==> src/sdz_pkg.sv <==
// ----------------------------------------------------------------------------
// sdz_pkg
// shared constants for the stick dead zone and axis snap block
// ----------------------------------------------------------------------------
package sdz_pkg;

  localparam int unsigned RawW   = 11;
  localparam int unsigned OutW   = 16;
  localparam int unsigned QW     = 15;
  localparam int unsigned NumCh  = 5;
  // quotient bits kept by the divider: 11-bit magnitude times 2^14 over span
  localparam int unsigned QuotW  = 25;
  localparam int unsigned DivW   = 16;
  localparam int unsigned DivStages = 5;
  localparam int unsigned DivBitsPerStage = QuotW / DivStages;

  // register map, word addresses
  localparam logic [2:0] RegCenter   = 3'd0;
  localparam logic [2:0] RegSpan     = 3'd1;
  localparam logic [2:0] RegDeadZone = 3'd2;
  localparam logic [2:0] RegMainMin  = 3'd3;
  localparam logic [2:0] RegCrossAbs = 3'd4;
  localparam logic [2:0] RegCrossRat = 3'd5;

  localparam logic [RawW-1:0] CenterRst   = 11'd1024;
  localparam logic [RawW-1:0] SpanRst     = 11'd660;
  localparam logic [QW-1:0]   DeadZoneRst = 15'd492;
  localparam logic [QW-1:0]   MainMinRst  = 15'd2458;
  localparam logic [QW-1:0]   CrossAbsRst = 15'd1311;
  localparam logic [QW-1:0]   CrossRatRst = 15'd5734;

  typedef struct packed {
    logic [RawW-1:0] center;
    logic [RawW-1:0] span;
    logic [QW-1:0]   dz_mag;
  } norm_cfg_t;

endpackage

==> src/sdz_norm.sv <==
// ----------------------------------------------------------------------------
// sdz_norm
// one channel: center, restoring division by span over five stages,
// saturation and dead zone; one item per cycle
// ----------------------------------------------------------------------------
module sdz_norm (
  input  logic                            clk_i,
  input  logic                            rst_ni,
  input  logic                            valid_i,
  input  logic [sdz_pkg::RawW-1:0]        raw_i,
  input  sdz_pkg::norm_cfg_t              cfg_i,
  output logic                            valid_o,
  output logic signed [sdz_pkg::OutW-1:0] value_o
);

  localparam int unsigned S  = sdz_pkg::DivStages;
  localparam int unsigned B  = sdz_pkg::DivBitsPerStage;
  localparam int unsigned QWd = sdz_pkg::QuotW;
  localparam int unsigned RW = sdz_pkg::DivW;
  localparam int unsigned OutW_l = sdz_pkg::OutW;

  // stage 0: center difference
  logic              v0_q;
  logic [10:0]       mag0_q;
  logic              neg0_q, zero0_q;
  logic signed [11:0] diff;
  assign diff = $signed({1'b0, raw_i}) - $signed({1'b0, cfg_i.center});

  always_ff @(posedge clk_i or negedge rst_ni) begin
    if (!rst_ni) begin
      v0_q <= 1'b0;
    end else begin
      v0_q <= valid_i;
    end
  end

  always_ff @(posedge clk_i) begin
    neg0_q  <= diff[11];
    zero0_q <= (diff == 12'sd0);
    mag0_q  <= diff[11] ? 11'(-diff) : diff[10:0];
  end

  // divider stages: dividend is mag << 14, quotient built MSB first
  logic [S:0]            dv_q;
  logic [RW-1:0]         rem_q [S+1];
  logic [QWd-1:0]        num_q [S+1];
  logic [QWd-1:0]        quo_q [S+1];
  logic [S:0]            neg_q, zero_q;

  always_comb begin
    dv_q[0]   = v0_q;
    rem_q[0]  = '0;
    num_q[0]  = {mag0_q, 14'd0};
    quo_q[0]  = '0;
    neg_q[0]  = neg0_q;
    zero_q[0] = zero0_q;
  end

  for (genvar s = 0; s < S; s++) begin : g_div
    logic [RW-1:0]  rem_d;
    logic [QWd-1:0] num_d, quo_d;
    logic [RW:0]    trial;
    always_comb begin
      rem_d = rem_q[s];
      num_d = num_q[s];
      quo_d = quo_q[s];
      for (int b = 0; b < B; b++) begin
        trial = {rem_d, num_d[QWd-1]} - {6'd0, cfg_i.span};
        num_d = {num_d[QWd-2:0], 1'b0};
        if (!trial[RW]) begin
          rem_d = trial[RW-1:0];
          quo_d = {quo_d[QWd-2:0], 1'b1};
        end else begin
          rem_d = {rem_d[RW-2:0], num_q[s][QWd-1-b]};
          quo_d = {quo_d[QWd-2:0], 1'b0};
        end
      end
    end
    always_ff @(posedge clk_i or negedge rst_ni) begin
      if (!rst_ni) begin
        dv_q[s+1] <= 1'b0;
      end else begin
        dv_q[s+1] <= dv_q[s];
      end
    end
    always_ff @(posedge clk_i) begin
      rem_q[s+1]  <= rem_d;
      num_q[s+1]  <= num_d;
      quo_q[s+1]  <= quo_d;
      neg_q[s+1]  <= neg_q[s];
      zero_q[s+1] <= zero_q[s];
    end
  end

  // final stage: zero difference, span zero, saturation, sign, dead zone
  logic signed [OutW_l-1:0] sat;
  logic [QWd-1:0] q;
  logic signed [16:0] dz;
  assign q  = quo_q[S];
  assign dz = $signed({2'b0, cfg_i.dz_mag});

  always_comb begin
    priority if (zero_q[S]) begin
      sat = '0;
    end else if (cfg_i.span == '0) begin
      sat = neg_q[S] ? 16'sh8000 : 16'sh7fff;
    end else if (!neg_q[S]) begin
      sat = (q > 25'd32767) ? 16'sh7fff : $signed(q[15:0]);
    end else begin
      sat = (q > 25'd32768) ? 16'sh8000 : $signed(16'(-q[15:0]));
    end
    if ($signed({sat[15], sat}) > -dz && $signed({sat[15], sat}) < dz) begin
      sat = '0;
    end
  end

  always_ff @(posedge clk_i or negedge rst_ni) begin
    if (!rst_ni) begin
      valid_o <= 1'b0;
    end else begin
      valid_o <= dv_q[S];
    end
  end

  always_ff @(posedge clk_i) begin
    value_o <= sat;
  end

endmodule

==> config.mk <==
export PLATFORM = sky130hd
export DESIGN_NAME = sdz_norm
export DESIGN_NICKNAME = d
export VERILOG_FILES = /design/src/sdz_pkg.sv /design/src/sdz_norm.sv
export SDC_FILE = /design/constraint.sdc
export NUM_CORES = 1
export LEC_CHECK = 0
export ABC_AREA = 1
export BUFFER_PORTS_ARGS = -buffer_cell sky130_fd_sc_hd__buf_2
export CORE_UTILIZATION = 43
export DETAILED_ROUTE_END_ITERATION = 10
export PLACE_DENSITY_LB_ADDON = 0.12
export REMOVE_ABC_BUFFERS = 1
export SLEW_MARGIN = 20
export SYNTH_ARGS = -nofsm -noshare
export SYNTH_HDL_FRONTEND = slang
export SYNTH_SLANG_ARGS = --single-unit
==> constraint.sdc <==
create_clock -name clk_i -period 35.6 [get_ports clk_i]
set_clock_uncertainty 0.2 [all_clocks]
set_input_delay 1.78 -clock clk_i [delete_from_list [all_inputs] [get_ports clk_i]]
set_output_delay 1.78 -clock clk_i [all_outputs]
set_load 0.005 [all_outputs]
==> results.md <==
- Clock sinks: approximately 190
- Maximum fanout along the worst path: 31
- Total track usage: a little over a fifth
- Initial core utilization: approximately 44%
- Vias per cell: 5.005
- Synth unique cells: 61
- Post-synth top flop: dfxtp_1
- Most Frequent Cell on Critical Path: nand2_1
- Post-synth EDFFs: 0
- Min Hold Slack: ~0.12 ns
- Core footprint: 56710 um^2
- FP Rows: 87
- Reg2Reg Launch Point: num_q[99]
- Detailed Route Iter0 Violations: 1267
- Syn avg cell area: 6.313 um^2
- CP startpoint kind: input port
- Unrepaired setup endpoints after global routing: no
- YS warnings: 0
- Post-CTS sizing: 0
- ANT nets after route: 0
- Reg-to-reg slack, setup: 22.28 ns
- DRT Wirelength: between 60000 and 70000 um
- H-tree depth: 4
- Pre-antenna DRT Iters: 5
- CTS tree: done
- Delay of the slowest critical-path stage: 0.53 ns
- Final hold violation count: 0
- Largest cells by area after synthesis: nand2_1 17%, ha_1 15%, dfxtp_1 15%, inv_1 7.6%, xor2_1 6.9%
- # fillers: a little over 6000
- Root Driver: clkbuf_16
- F_max: ~0.066 GHz
- Worst setup endpoint: rem_q[44]
- Final nets: around 4300
- Worst Path Required: 35.78 ns
- Wire length per cell: 13.34 um
- Vias: ~24000
- Layout area overhead: 6.747%
- Max-cap violations: 0
- Setup-failing EPs final: 0
- Outcome: complete, no violations
- Setup TNS: 0 ns
- Number of buffers created by CTS: 17
- Initial antenna violation count: 1
- Worst setup path start: cfg_i[16]
- Worst-Margin Slew: ~0.96 ns
- Grt total ovfl: 0
- Cts hold-fix bufs: 0
- Clock Latency Late Sink: ~0.50 ns
- Final Cycle Share: a little over two fifths
- Min-delay worst type: reg -> reg
- DRC Markers: 0
- Netlist Area Pre-Place: 24810 um^2
- Crit path DAT: 15.26 ns
- Die X-Extent: 242.2 um
- Crit path max-delay cell type: fa_1
- R2r endpoint: rem_q[44]
- Gp weighted congestion: 0.8813
- First-pass GRT wire length: 106400 um
- Largest net degree at the start of global routing: 32
- Vias in the first global route: 22050
- Fin crit period: 15.08 ns
- Post-CTS setup buffers: 0
- Clock slew at reported path FFs: 0.08 ns
- IO Count: slightly below 70
- Synth area leader: nand2_1
- Die Ht: between 200 and 250 um
- Post-synthesis sequential area ratio: 15.63%
- Slew headroom: a little over a third
- Number of diodes: 0
- Crit. End Element: flip-flop
- Synth top area share: approximately 17%
- CP Class: in -> reg
- Async S/R FF share, synth: between 3 and 4%
- Final Slew Violations: 0
- FF+latch count, synth: 192
- Port Buffer Count: 67
- Worst Reg-to-Reg Cells: between 70 and 80
- Detailed Place HPWL: 51620 um
- Fraction of layout cells with a size suffix above 1: 7.590%
- Post-Syn Instances: roughly 4000
- Die area: around 59000 um^2
- Clk buf depth: 2
[layer usage]
layer | track usage (%) | share of wire (%) | up-vias
met5 | 0 | 0 | -
met4 | 5.119 | 1.4 | 0
met3 | 3.157 | 3.4 | 53
met2 | 36.87 | 45 | 303
met1 | 29.06 | 50 | 10420
li1 | - | - | 12990
[layout make-up]
| cell class | count | area, um^2 | share of cell area, % |
|---|---|---|---|
| tap | 756 | 945.9 | 3.571 |
| clock buffer | 17 | 425.4 | 1.606 |
| multi-input combinational | 3163 | 18620 | 70.29 |
| sequential | 192 | 3879 | 14.64 |
| inverter | 518 | 1947 | 7.351 |
| clock inverter | 15 | 185.2 | 0.6992 |
| timing repair buffer | 87 | 485.5 | 1.833 |
[worst min path at each step]
stage | start | end | slack [ns] | depth (start not counted)
CTS | quo_q[35] | q[15] | 0.12 | 0
detailed placement | quo_q[30] | q[10] | 0.11 | 0
floorplan | mag0_q[0] | g_div[1].num_d[24] | 0.11 | 0
finish | quo_q[35] | q[15] | 0.12 | 0
global placement | neg_q[2] | neg_q[3] | 0.11 | 0
global route | quo_q[35] | q[15] | 0.13 | 0
[registers in the layout, summed over array words and instances (netlist names)]
signal and flops:
rem_q 64, quo_q 50, q 25, value_o 16, mag0_q 11, num_q 6, dv_q 5, neg_q 5
zero_q 5, g_div.num_d 1, neg0_q 1, v0_q 1, valid_o 1, zero0_q 1
[cells in the mapped netlist, types with 5 or more instances]
cell       instances
nor3_1            62
nor2_4            13
o211ai_1          11
nor2_1           253
xnor2_1           85
or2_2             14
a21o_1             9
o2111ai_1          9
o21a_1            10
o21bai_1          29
nand2_2           68
nand3_2           18
nand3_1          208
fa_1              14
a31oi_1            9
o31ai_1           10
o21ai_0          266
a21oi_1          270
nand2_1         1113
buf_6             15
xor2_1           196
o21ai_1           11
dfxtp_1          185
nand4_1           56
dfrtp_1            7
inv_2             14
ha_1             297
a211oi_1          16
nor2_2            16
inv_1            500
o22ai_1            5
buf_2             12
nor4_1            12
and2_1             9
clkbuf_1          27
nand3b_1          10
o21ai_2           11
nand2_4           14
[cells in the final DEF (no fill, tap or decap), types with 11 or more instances in the layout]
cell | netlist | layout
ha_1 | 297 | 297
nand2_2 | 68 | 68
nor2_2 | 16 | 16
nand4_1 | 56 | 56
buf_4 | 4 | 20
o21bai_1 | 29 | 29
o21ai_2 | 11 | 11
nand2_1 | 1113 | 1113
nand2_4 | 14 | 14
o21ai_1 | 11 | 11
nand3_2 | 18 | 18
clkbuf_16 | 0 | 17
o211ai_1 | 11 | 11
nor2_4 | 13 | 13
o21ai_0 | 266 | 266
xor2_1 | 196 | 196
a21oi_1 | 270 | 270
inv_2 | 14 | 14
inv_1 | 500 | 499
dfxtp_1 | 185 | 185
nor4_1 | 12 | 12
nor2_1 | 253 | 253
or2_2 | 14 | 14
nor3_1 | 62 | 62
fa_1 | 14 | 14
buf_2 | 12 | 67
xnor2_1 | 85 | 85
nand3_1 | 208 | 208
a211oi_1 | 16 | 16
[critical path: cells and delay by family]
family / cells / cell delay [ns]
and+or+nand+nor: 36 / 4.71
buffers and inverters: 6 / 1.41
AOI/OAI and AO/OA: 28 / 5.44
adders and majority gates: 5 / 1.90
[cell families (layout without fill, tap and decap cells)]
| family | after synthesis | count (layout) | share of synthesized area, % |
|---|---|---|---|
| AO/OA/AOI/OAI | 678 | 678 | 15.09 |
| AND/OR/NAND/NOR | 1888 | 1888 | 33.80 |
| adder cells (fa/ha/maj) | 311 | 311 | 16.11 |
| buffers and inverters | 578 | 637 | 9.375 |
| other | 1 | 4 | 0.01511 |
| XOR/XNOR | 282 | 282 | 9.985 |
| flip-flops | 192 | 192 | 15.63 |
[through the flow]
stage / std cells / utilization, % / setup slack, ns / area (um^2)
after floorplan: 3873 / - / 22.53 / 24440
after global placement: 4716 / 45.62 / 20.06 / 25870
after detailed placement: 4716 / 45.62 / 20.06 / 25870
after CTS: 4748 / 46.70 / 20.58 / 26490
after global routing: 4748 / 46.70 / 18.96 / 26490
final: 4748 / 46.70 / 20.52 / 26490
Power is not shown: default switching activity piles up to over one toggle a cycle in this logic, so the estimate is an artifact.
